$ cat config.mk
export PLATFORM = sky130hd
export DESIGN_NAME = graph_trail_walker
export DESIGN_NICKNAME = d
export VERILOG_FILES = /design/src/rtl/gtw_pkg.sv /design/src/rtl/graph_trail_walker.sv /design/src/rtl/gtw_ctrl.sv /design/src/rtl/gtw_dp.sv
export SDC_FILE = /design/constraint.sdc
export NUM_CORES = 1
export LEC_CHECK = 0
export BUFFER_PORTS_ARGS = -buffer_cell sky130_fd_sc_hd__buf_2
export CAP_MARGIN = 20
export CORE_MARGIN = 2
export CORE_UTILIZATION = 50
export DETAILED_ROUTE_END_ITERATION = 8
export PLACE_DENSITY_LB_ADDON = 0.1
export SLEW_MARGIN = 0
export SYNTH_ARGS = -nofsm -noshare
export SYNTH_HDL_FRONTEND = slang
export SYNTH_HIERARCHICAL = 1
export SYNTH_SLANG_ARGS = --single-unit
export TNS_END_PERCENT = 20
$ cat constraint.sdc
create_clock -name clk -period 6.3 [get_ports clk]
set_input_delay 0.315 -clock clk [delete_from_list [all_inputs] [get_ports clk]]
set_output_delay 0.315 -clock clk [all_outputs]
set_load 0.02 [all_outputs]
$ cat src/rtl/gtw_pkg.sv
package gtw_pkg;

	localparam int MAX_EDGES = 8;
	localparam int NODE_BITS = 4;

	localparam logic [3:0] NODE_MASK = 4'((1 << NODE_BITS) - 1);

	// APB map: register i at byte address 8*i
	localparam int PADDR_W      = 4;
	localparam int REG_SEL_BIT  = 3;
	localparam logic REG_EDGES  = 1'b0;
	localparam logic REG_COUNT  = 1'b1;

	localparam logic CMD_START = 1'b0;
	localparam logic CMD_MOVE  = 1'b1;

	localparam logic [1:0] ST_STARTED = 2'd0;
	localparam logic [1:0] ST_MOVED   = 2'd1;
	localparam logic [1:0] ST_NO_CONN = 2'd2;
	localparam logic [1:0] ST_STUCK   = 2'd3;

	typedef struct packed {
		logic load_in;
		logic scan;
		logic commit;
	} gtw_cmd_t;

	typedef struct packed {
		logic        wr_edges;
		logic        wr_count;
		logic [63:0] wdata;
	} gtw_cfg_t;

	function automatic logic node_eq(input logic [3:0] a, input logic [3:0] b);
		return a[NODE_BITS-1:0] == b[NODE_BITS-1:0];
	endfunction

	// Unused live edges touching node at
	function automatic logic [7:0] cand_mask(input logic [63:0] ends,
		input logic [3:0] cnt, input logic [7:0] used, input logic [3:0] at);
		logic [7:0] m;
		logic [3:0] ea;
		logic [3:0] eb;
		m = '0;
		for (int i = 0; i < 8; i++) begin
			ea = ends[8*i +: 4];
			eb = ends[8*i+4 +: 4];
			if (i < MAX_EDGES && 4'(i) < cnt && !used[i] &&
			    (node_eq(ea, at) || node_eq(eb, at))) begin
				m[i] = 1'b1;
			end
		end
		return m;
	endfunction

	function automatic logic [2:0] first_idx(input logic [7:0] m);
		logic [2:0] idx;
		idx = '0;
		for (int i = 7; i >= 0; i--) begin
			if (m[i]) begin
				idx = 3'(i);
			end
		end
		return idx;
	endfunction

	function automatic logic [3:0] pop8(input logic [7:0] m);
		logic [3:0] c;
		c = '0;
		for (int i = 0; i < 8; i++) begin
			c = c + 4'(m[i]);
		end
		return c;
	endfunction

endpackage

$ cat src/rtl/graph_trail_walker.sv
// A request is registered when accepted, then scanned and committed; commit
//   waits while a stalled result still holds the output register. The scan
//   of the eight-entry edge table needs the node left by the last commit.
// The next request is taken in the commit cycle, while the result waits downstream.
// Reset (arst_n low, asynchronous): edge table, edge count, used marks, node and
//   trail length clear to zero; no result is pending.
module graph_trail_walker (
	input  logic                         clk,
	input  logic                         arst_n,
	// APB configuration port
	input  logic                         psel,
	input  logic                         penable,
	input  logic                         pwrite,
	input  logic [gtw_pkg::PADDR_W-1:0]  paddr,
	input  logic [63:0]                  pwdata,
	output logic [63:0]                  prdata,
	output logic                         pready,
	// request channel
	input  logic                         in_valid,
	output logic                         in_stall,
	input  logic                         command,
	input  logic [3:0]                   node,
	// result channel
	output logic                         out_valid,
	input  logic                         out_stall,
	output logic [1:0]                   status,
	output logic [2:0]                   edge_index,
	output logic [7:0]                   candidate_mask,
	output logic [3:0]                   candidate_count,
	output logic [3:0]                   trail_length
);
	import gtw_pkg::*;

	gtw_cmd_t    cmd;
	gtw_cfg_t    cfg;
	logic        wr_en;
	logic        reg_sel;
	logic [63:0] edges_rd;
	logic [3:0]  count_rd;

	// Decode on the register-select address bit only, so every address
	// lands on one of the two registers.
	assign pready  = 1'b1;
	assign reg_sel = paddr[REG_SEL_BIT];
	assign wr_en   = psel && penable && pwrite && pready;

	always_comb begin
		cfg.wdata    = pwdata;
		cfg.wr_edges = 1'b0;
		cfg.wr_count = 1'b0;
		unique case (reg_sel)
			REG_EDGES: cfg.wr_edges = wr_en;
			REG_COUNT: cfg.wr_count = wr_en;
			default:   cfg.wr_edges = 1'b0;
		endcase
	end

	// Read back the selected register
	always_comb begin
		unique case (reg_sel)
			REG_EDGES: prdata = edges_rd;
			REG_COUNT: prdata = {60'd0, count_rd};
			default:   prdata = '0;
		endcase
	end

	// Sequence: accept -> scan (candidates and matching edges) -> commit
	gtw_ctrl u_ctrl (
		.clk       (clk),
		.arst_n    (arst_n),
		.in_valid  (in_valid),
		.in_stall  (in_stall),
		.out_valid (out_valid),
		.out_stall (out_stall),
		.cmd       (cmd)
	);

	// Hold the edge table, trail state and the result register
	gtw_dp u_dp (
		.clk             (clk),
		.arst_n          (arst_n),
		.cmd             (cmd),
		.cfg             (cfg),
		.command         (command),
		.node            (node),
		.edges_rd        (edges_rd),
		.count_rd        (count_rd),
		.status          (status),
		.edge_index      (edge_index),
		.candidate_mask  (candidate_mask),
		.candidate_count (candidate_count),
		.trail_length    (trail_length)
	);

endmodule

$ cat src/rtl/gtw_ctrl.sv
module gtw_ctrl (
	input  logic              clk,
	input  logic              arst_n,
	input  logic              in_valid,
	output logic              in_stall,
	output logic              out_valid,
	input  logic              out_stall,
	output gtw_pkg::gtw_cmd_t cmd
);
	import gtw_pkg::*;

	localparam logic [1:0] S_IDLE   = 2'd0;
	localparam logic [1:0] S_SCAN   = 2'd1;
	localparam logic [1:0] S_FINISH = 2'd2;

	logic [1:0] state_q;
	logic [1:0] state_n;
	logic       out_valid_q;
	logic       out_free;
	logic       in_take;

	assign out_free = !out_valid_q || !out_stall;
	assign in_stall = !((state_q == S_IDLE) || (state_q == S_FINISH && out_free));
	assign in_take  = in_valid && !in_stall;
	assign out_valid = out_valid_q;

	always_comb begin
		state_n = state_q;
		cmd     = '0;
		cmd.load_in = in_take;
		unique case (state_q)
			S_IDLE: begin
				if (in_take) state_n = S_SCAN;
			end
			S_SCAN: begin
				cmd.scan = 1'b1;
				state_n  = S_FINISH;
			end
			S_FINISH: begin
				// commit only when the output register can take the result
				if (out_free) begin
					cmd.commit = 1'b1;
					state_n    = in_take ? S_SCAN : S_IDLE;
				end
			end
			default: state_n = S_IDLE;
		endcase
	end

	always_ff @(posedge clk or negedge arst_n) begin
		if (!arst_n) begin
			state_q     <= S_IDLE;
			out_valid_q <= 1'b0;
		end else begin
			state_q <= state_n;
			if (cmd.commit) out_valid_q <= 1'b1;
			else if (!out_stall) out_valid_q <= 1'b0;
		end
	end

`ifndef SYNTHESIS
	a_take_scan: assert property (@(posedge clk) disable iff (!arst_n)
		in_valid && !in_stall |=> state_q == S_SCAN)
		else $error("accepted request not followed by scan");
	a_scan_finish: assert property (@(posedge clk) disable iff (!arst_n)
		state_q == S_SCAN |=> state_q == S_FINISH)
		else $error("scan not followed by finish");
	a_out_src: assert property (@(posedge clk) disable iff (!arst_n)
		$rose(out_valid_q) |-> $past(state_q) == S_FINISH)
		else $error("result raised outside finish");
`endif

endmodule

$ cat src/rtl/gtw_dp.sv
module gtw_dp (
	input  logic              clk,
	input  logic              arst_n,
	input  gtw_pkg::gtw_cmd_t cmd,
	input  gtw_pkg::gtw_cfg_t cfg,
	input  logic              command,
	input  logic [3:0]        node,
	output logic [63:0]       edges_rd,
	output logic [3:0]        count_rd,
	output logic [1:0]        status,
	output logic [2:0]        edge_index,
	output logic [7:0]        candidate_mask,
	output logic [3:0]        candidate_count,
	output logic [3:0]        trail_length
);
	import gtw_pkg::*;

	logic [63:0] edges_q;
	logic [3:0]  count_q;
	logic [7:0]  used_q;
	logic [3:0]  cur_q;
	logic [3:0]  trail_q;

	logic        cmd_q;
	logic [3:0]  node_q;
	logic [7:0]  cand_s1;
	logic [7:0]  match_s1;

	logic [1:0]  status_q;
	logic [2:0]  eidx_q;
	logic [7:0]  mask_q;
	logic [3:0]  mcount_q;

	logic [7:0]  cand_cur;
	logic [7:0]  match;
	logic        found;
	logic [2:0]  taken;
	logic [7:0]  used_n;
	logic [3:0]  cur_n;
	logic [3:0]  trail_n;
	logic [7:0]  new_mask;
	logic [1:0]  status_n;
	logic [2:0]  eidx_n;
	logic [7:0]  mask_n;

	assign edges_rd = edges_q;
	assign count_rd = count_q;

	// scan stage: candidates at the current node and edges reaching the target
	assign cand_cur = cand_mask(edges_q, count_q, used_q, cur_q);
	always_comb begin
		for (int i = 0; i < 8; i++) begin
			match[i] = cand_cur[i] &&
				((node_eq(edges_q[8*i +: 4], node_q) && node_eq(edges_q[8*i+4 +: 4], cur_q)) ||
				 (node_eq(edges_q[8*i+4 +: 4], node_q) && node_eq(edges_q[8*i +: 4], cur_q)));
		end
	end

	assign found = |match_s1;
	assign taken = first_idx(match_s1);

	always_comb begin
		used_n   = used_q;
		cur_n    = cur_q;
		trail_n  = trail_q;
		status_n = ST_NO_CONN;
		eidx_n   = '0;
		if (cmd_q == CMD_START) begin
			used_n   = '0;
			cur_n    = node_q;
			trail_n  = '0;
			status_n = ST_STARTED;
		end else if (cand_s1 == '0) begin
			status_n = ST_STUCK;
		end else if (found) begin
			used_n   = used_q | (8'b1 << taken);
			cur_n    = node_q;
			trail_n  = trail_q + 4'd1;
			status_n = ST_MOVED;
			eidx_n   = taken;
		end
	end

	assign new_mask = cand_mask(edges_q, count_q, used_n, cur_n);

	always_comb begin
		case (status_n)
			ST_STUCK:   mask_n = '0;
			ST_NO_CONN: mask_n = cand_s1;
			default:    mask_n = new_mask;
		endcase
	end

	always_ff @(posedge clk or negedge arst_n) begin
		if (!arst_n) begin
			edges_q <= '0;
			count_q <= '0;
			used_q  <= '0;
			cur_q   <= '0;
			trail_q <= '0;
		end else begin
			if (cfg.wr_edges) edges_q <= cfg.wdata;
			if (cfg.wr_count) count_q <= cfg.wdata[3:0];
			if (cmd.commit) begin
				used_q  <= used_n;
				cur_q   <= cur_n;
				trail_q <= trail_n;
			end
		end
	end

	always_ff @(posedge clk) begin
		if (cmd.load_in) begin
			cmd_q  <= command;
			node_q <= node & NODE_MASK;
		end
		if (cmd.scan) begin
			cand_s1  <= cand_cur;
			match_s1 <= match;
		end
		if (cmd.commit) begin
			status_q <= status_n;
			eidx_q   <= eidx_n;
			mask_q   <= mask_n;
			mcount_q <= pop8(mask_n);
		end
	end

	assign status          = status_q;
	assign edge_index      = eidx_q;
	assign candidate_mask  = mask_q;
	assign candidate_count = mcount_q;
	assign trail_length    = trail_q;

`ifndef SYNTHESIS
	a_trail_marks: assert property (@(posedge clk) disable iff (!arst_n)
		$countones(used_q) == 32'(trail_q))
		else $error("trail length disagrees with used marks");
	a_mask_unused: assert property (@(posedge clk) disable iff (!arst_n)
		(mask_q & used_q) == 8'h00)
		else $error("reported candidate already used");
	a_fail_hold: assert property (@(posedge clk) disable iff (!arst_n)
		cmd.commit && status_n != ST_MOVED && status_n != ST_STARTED
		|=> cur_q == $past(cur_q) && used_q == $past(used_q))
		else $error("failed move changed the trail");
`endif

endmodule
==> flow_summary.html <==
<table>
<tr><th>Metric</th><th>Value</th></tr>
<tr><th colspan="2">STA</th></tr>
<tr><td>Final hold viol count</td><td>0</td></tr>
<tr><td>Final setup slack of the worst path</td><td>1151 ps</td></tr>
<tr><td>Post-route fraction of the period consumed by the critical path</td><td>0.8173</td></tr>
<tr><td>Setup repair after global routing missed its margin</td><td>no</td></tr>
<tr><td>Fin Clk Skew</td><td>5.753 ps</td></tr>
<tr><td>Measured slew at the worst slew-check pin</td><td>970.1 ps</td></tr>
<tr><td>Highest clock rate</td><td>194.2 MHz</td></tr>
<tr><td>Setup TNS</td><td>0 ps</td></tr>
<tr><td>Final worst path period need</td><td>5149 ps</td></tr>
<tr><td>Count of final setup violators</td><td>0</td></tr>
<tr><td>Number of max-slew violations in the final report</td><td>0</td></tr>
<tr><td>Relative max-transition margin</td><td>0.3533</td></tr>
<tr><th colspan="2">Power and ir drop</th></tr>
<tr><td>Power spent charging and discharging nets</td><td>1269 uW</td></tr>
<tr><td>Cell Int Power</td><td>around 2200 uW</td></tr>
<tr><td>Fraction of power spent switching nets</td><td>0.3700</td></tr>
<tr><td>Largest voltage drop on the vdd net</td><td>0.2795 mV</td></tr>
<tr><td>Share of total power in combinational logic</td><td>0.351</td></tr>
<tr><td>Power density relative to cell area</td><td>~370 nW/um^2</td></tr>
<tr><td>Reported leakage power</td><td>roughly 0.0040 uW</td></tr>
<tr><td>Clock network fraction of total power</td><td>0.285</td></tr>
<tr><td>Sequential share of power</td><td>0.364</td></tr>
<tr><th colspan="2">Synthesis</th></tr>
<tr><td>Flip-flop and latch count after synthesis</td><td>roughly 130</td></tr>
<tr><td>Number of enable flip-flop cells after synthesis</td><td>38</td></tr>
<tr><td>Net Count, Synth</td><td>roughly 850</td></tr>
<tr><td>Post-synthesis cell count</td><td>about 760</td></tr>
<tr><td>Mean post-synth cell area</td><td>10.28 sq um</td></tr>
<tr><td>Synth cell types</td><td>71</td></tr>
<tr><td>Most used flip-flop cell after synthesis</td><td>sky130_fd_sc_hd__dfrtp_1</td></tr>
<tr><td>Count of synthesis-stage warnings from yosys</td><td>6</td></tr>
<tr><td>Share of async-settable or async-resettable flops after synthesis</td><td>0.6960</td></tr>
<tr><td>Cell area after technology mapping</td><td>7795 sq um</td></tr>
<tr><td>Seq/Total Area, Yosys</td><td>0.4257</td></tr>
<tr><th colspan="2">Min path</th></tr>
<tr><td>Worst Hold Launch</td><td>node[0]</td></tr>
<tr><td>End of the worst hold path</td><td>u_dp/node_q[0]</td></tr>
<tr><td>Class of the tightest hold or removal check</td><td>in2reg</td></tr>
<tr><td>Number of cells traversed by the worst hold path</td><td>1</td></tr>
<tr><th colspan="2">Clock network</th></tr>
<tr><td>CTS clk-pin slew, worst paths</td><td>60 ps</td></tr>
<tr><td>Number of cells upsized or downsized after cts</td><td>0</td></tr>
<tr><td>CTS Sinks</td><td>125</td></tr>
<tr><td>CTS H-tree depth</td><td>4</td></tr>
<tr><td>CTS tree</td><td>done</td></tr>
<tr><td>Post-CTS Setup Bufs</td><td>0</td></tr>
<tr><td>Clock Tree Buf Depth</td><td>2</td></tr>
<tr><td>TritonCTS Buffers</td><td>17</td></tr>
<tr><td>Insertion delay to the later sink of the worst-skew pair</td><td>420 ps</td></tr>
<tr><td>Root buffer cell</td><td>sky130_fd_sc_hd__clkbuf_16</td></tr>
<tr><th colspan="2">Global routing</th></tr>
<tr><td>GR Util All Layers</td><td>0.2633</td></tr>
<tr><td>Wire length of the first global-routing pass</td><td>33,800 um</td></tr>
<tr><td>Number of antenna violations at the first check in global routing</td><td>0</td></tr>
<tr><td>Maximum number of pins on one net before global-route repair</td><td>72</td></tr>
<tr><td>Vias in the first global route</td><td>6,279</td></tr>
<tr><td>GRT overflow</td><td>0</td></tr>
<tr><th colspan="2">Floorplanning</th></tr>
<tr><td>Chip Height</td><td>128.9 um</td></tr>
<tr><td>Initial Util</td><td>0.5128</td></tr>
<tr><td>Total I/O pin count</td><td>168</td></tr>
<tr><td>Total Die Area</td><td>16,600 sq um</td></tr>
<tr><td>Die outline width</td><td>128.9 um</td></tr>
<tr><td>Cell row count</td><td>45</td></tr>
<tr><td>Placeable core region</td><td>15,200 sq um</td></tr>
<tr><th colspan="2">Finish</th></tr>
<tr><td>Most common library cell in the layout ignoring fill and taps</td><td>sky130_fd_sc_hd__buf_2</td></tr>
<tr><td>Antenna diode count</td><td>0</td></tr>
<tr><td>Number of nets in the final layout</td><td>994</td></tr>
<tr><td>Share of layout cells above drive strength 1</td><td>0.3188</td></tr>
<tr><td>Area Overhead vs Synth</td><td>19.79%</td></tr>
<tr><td>Most frequent cells in the layout</td><td>sky130_fd_sc_hd__buf_2 (162), sky130_fd_sc_hd__dfrtp_1 (87), sky130_fd_sc_hd__mux2_2 (70), sky130_fd_sc_hd__nor2b_1 (67), sky130_fd_sc_hd__xor2_1 (57)</td></tr>
<tr><th colspan="2">Status</th></tr>
<tr><td>Outcome</td><td>finished clean</td></tr>
<tr><th colspan="2">Placed design</th></tr>
<tr><td>Number of buffer cells added on primary ports</td><td>163</td></tr>
<tr><td>Detailed placement HPWL</td><td>15,000 um</td></tr>
<tr><td>Final weighted congestion in routability-driven placement</td><td>roughly 0.84</td></tr>
<tr><td>Setup slack after placement</td><td>1226 ps</td></tr>
<tr><th colspan="2">Setup path</th></tr>
<tr><td>Crit Path Class</td><td>reg2reg</td></tr>
<tr><td>Reg-to-reg endpoint</td><td>u_dp/candidate_count[1]</td></tr>
<tr><td>Start point of the critical path</td><td>u_dp/cand_s1[3]</td></tr>
<tr><td>Element type at the critical path start</td><td>register</td></tr>
<tr><td>Reg-to-reg setup timing slack</td><td>1150 ps</td></tr>
<tr><td>Data arrival time of the worst path</td><td>5320 ps</td></tr>
<tr><td>Worst-path fanout max</td><td>20</td></tr>
<tr><td>Worst Setup End Kind</td><td>register</td></tr>
<tr><td>Number of cell instances on the worst register-to-register path</td><td>18</td></tr>
<tr><td>Critical R2R Launch</td><td>u_dp/cand_s1[3]</td></tr>
<tr><td>CP Data Required Time</td><td>about 6500 ps</td></tr>
<tr><th colspan="2">Detailed routing</th></tr>
<tr><td>Per-cell via count in the routed design</td><td>a little under 6</td></tr>
<tr><td>Final routed wire length divided by cell count</td><td>19.36 um</td></tr>
<tr><td>Via count</td><td>around 6,400</td></tr>
<tr><td>DRT Pass-1 Iters</td><td>5</td></tr>
<tr><td>Count of routing violations after the opening detailed-route iteration</td><td>505</td></tr>
<tr><td>Final ANT Viol Nets</td><td>0</td></tr>
<tr><td>Number of design rule violations left after detail routing</td><td>0</td></tr>
<tr><td>Wire length after detailed routing</td><td>21,430 um</td></tr>
<tr><th colspan="2">Flow run</th></tr>
<tr><td>Max-capacitance violation count</td><td>0</td></tr>
</table>
## timing repair
action / CTS / global route
setup endpoints to repair: 0 / 0
hold endpoints to repair: 34 / 0
hold buffers: 1 / 0
## metal layers
metal / routed length [um] / global-route usage
met1: 9686 / 0.3598
met2: 10080 / 0.4273
met3: 1383 / 0.06112
met4: 283 / 0.06458
met5: 0 / 0
## cells by family (layout without fill, tap and decap cells)
family,Yosys count,count (layout),synth area share
and+or+nand+nor,223,223,0.1560
adders and majority gates,8,8,0.01669
DFF,125,125,0.4257
muxes,72,72,0.1053
buffers and inverters,76,237,0.04382
AOI/OAI and AO/OA,142,142,0.1273
xor gates and xnor gates,111,111,0.1247
other,1,1,0.0004811
## worst max-delay path, stage by stage, from the launching register on
cell and delay [ps]:
sky130_fd_sc_hd__edfxtp_1 430, sky130_fd_sc_hd__nor4_2 430, sky130_fd_sc_hd__and2_1 420, sky130_fd_sc_hd__o21ai_4 110
sky130_fd_sc_hd__clkinv_2 80, sky130_fd_sc_hd__buf_4 280, sky130_fd_sc_hd__nor4bb_1 90, sky130_fd_sc_hd__or3_1 410
sky130_fd_sc_hd__o2111ai_1 120, sky130_fd_sc_hd__nand3_1 200, sky130_fd_sc_hd__fa_1 520, sky130_fd_sc_hd__inv_1 50
sky130_fd_sc_hd__fa_1 520, sky130_fd_sc_hd__fa_1 410, sky130_fd_sc_hd__inv_1 70, sky130_fd_sc_hd__ha_1 160
sky130_fd_sc_hd__inv_1 70, sky130_fd_sc_hd__fa_1 490, sky130_fd_sc_hd__inv_1 40
## synth_stat cells, drive strengths merged (4+ instances only)
master	n	area [sq um]
o221ai	4	35.03
inv	23	86.33
nand2	34	127.6
o211a	4	40.04
xnor2	54	473.0
a21oi	26	130.1
ha	4	50.05
buf	24	143.9
o2111ai	8	70.07
and3	4	25.02
a31oi	5	31.28
o21ai	30	161.4
fa	4	80.08
nand3	16	80.08
edfxtp	38	1141
a22oi	5	37.54
mux2	70	788.3
xor2	57	499.2
nor3b	4	30.03
nor2b	68	427.9
a21boi	6	45.04
dfrtp	87	2177
clkbuf	28	106.4
nor2	36	135.1
nor3	30	150.1
nand2b	4	25.02
o211ai	10	75.07
nor4	8	77.57
a211oi	9	67.56
and2	4	25.02
o22ai	5	31.28
## worst max path at each step
stage                              end  slack (ps)  cells after the start
2_1_floorplan  u_dp/candidate_count[1]        1880                     18
3_3_place_gp   u_dp/candidate_count[1]        1330                     18
3_5_place_dp   u_dp/candidate_count[1]        1230                     18
4_1_cts        u_dp/candidate_count[1]        1190                     18
5_1_grt        u_dp/candidate_count[2]         880                     17
6_report       u_dp/candidate_count[1]        1150                     18
## final cells by class
type | count | area, sq um
timing repair buffer | 181 | 953.4
clock buffer | 24 | 524.3
inverter | 24 | 91.34
clock inverter | 8 | 75.07
tap | 188 | 235.2
multi-input combinational | 557 | 4140
fill | 1293 | 5864
sequential | 125 | 3318
## metrics by stage
stage | total power (uW) | util | cells | hold slack [ps] | instance area [sq um]
after CTS | 3441 | 0.6139 | 1106 | 52.75 | 9333
final | 3430 | 0.6142 | 1107 | 70.85 | 9338
after floorplan | 2081 | - | 758 | 19.41 | 7795
after detailed placement | 2444 | 0.5738 | 1073 | 301.4 | 8723
after global placement | 2397 | 0.5738 | 1073 | 295.4 | 8723
after global routing | 3626 | 0.6142 | 1107 | 58.61 | 9338
## sequential cells by signal (all words and copies together) (netlist names)
| name | flops |
|---|---|
| u_dp/cmd_q | 1 |
| u_dp/edges_rd | 64 |
| u_dp/status | 2 |
| u_dp/node_q | 4 |
| u_dp/count_rd | 4 |
| u_dp/trail_length | 4 |
| u_dp/cand_s1 | 8 |
| u_dp/candidate_mask | 8 |
| u_dp/match_s1 | 8 |
| u_dp/candidate_count | 4 |
| u_dp/used_q | 8 |
| u_ctrl/out_valid | 1 |
| u_dp/cur_q | 4 |
| u_ctrl/state_q | 2 |
| u_dp/edge_index | 3 |
## power by group through the flow
stage                     combinational, uW  clock, uW  sequential, uW
after floorplan                         887          0            1190
after global placement                 1150          0            1250
after detailed placement               1180          0            1260
after CTS                              1200        996            1250
after global routing                   1310       1040            1280
final                                  1200        978            1250
Power figures use the tool's default switching activity.
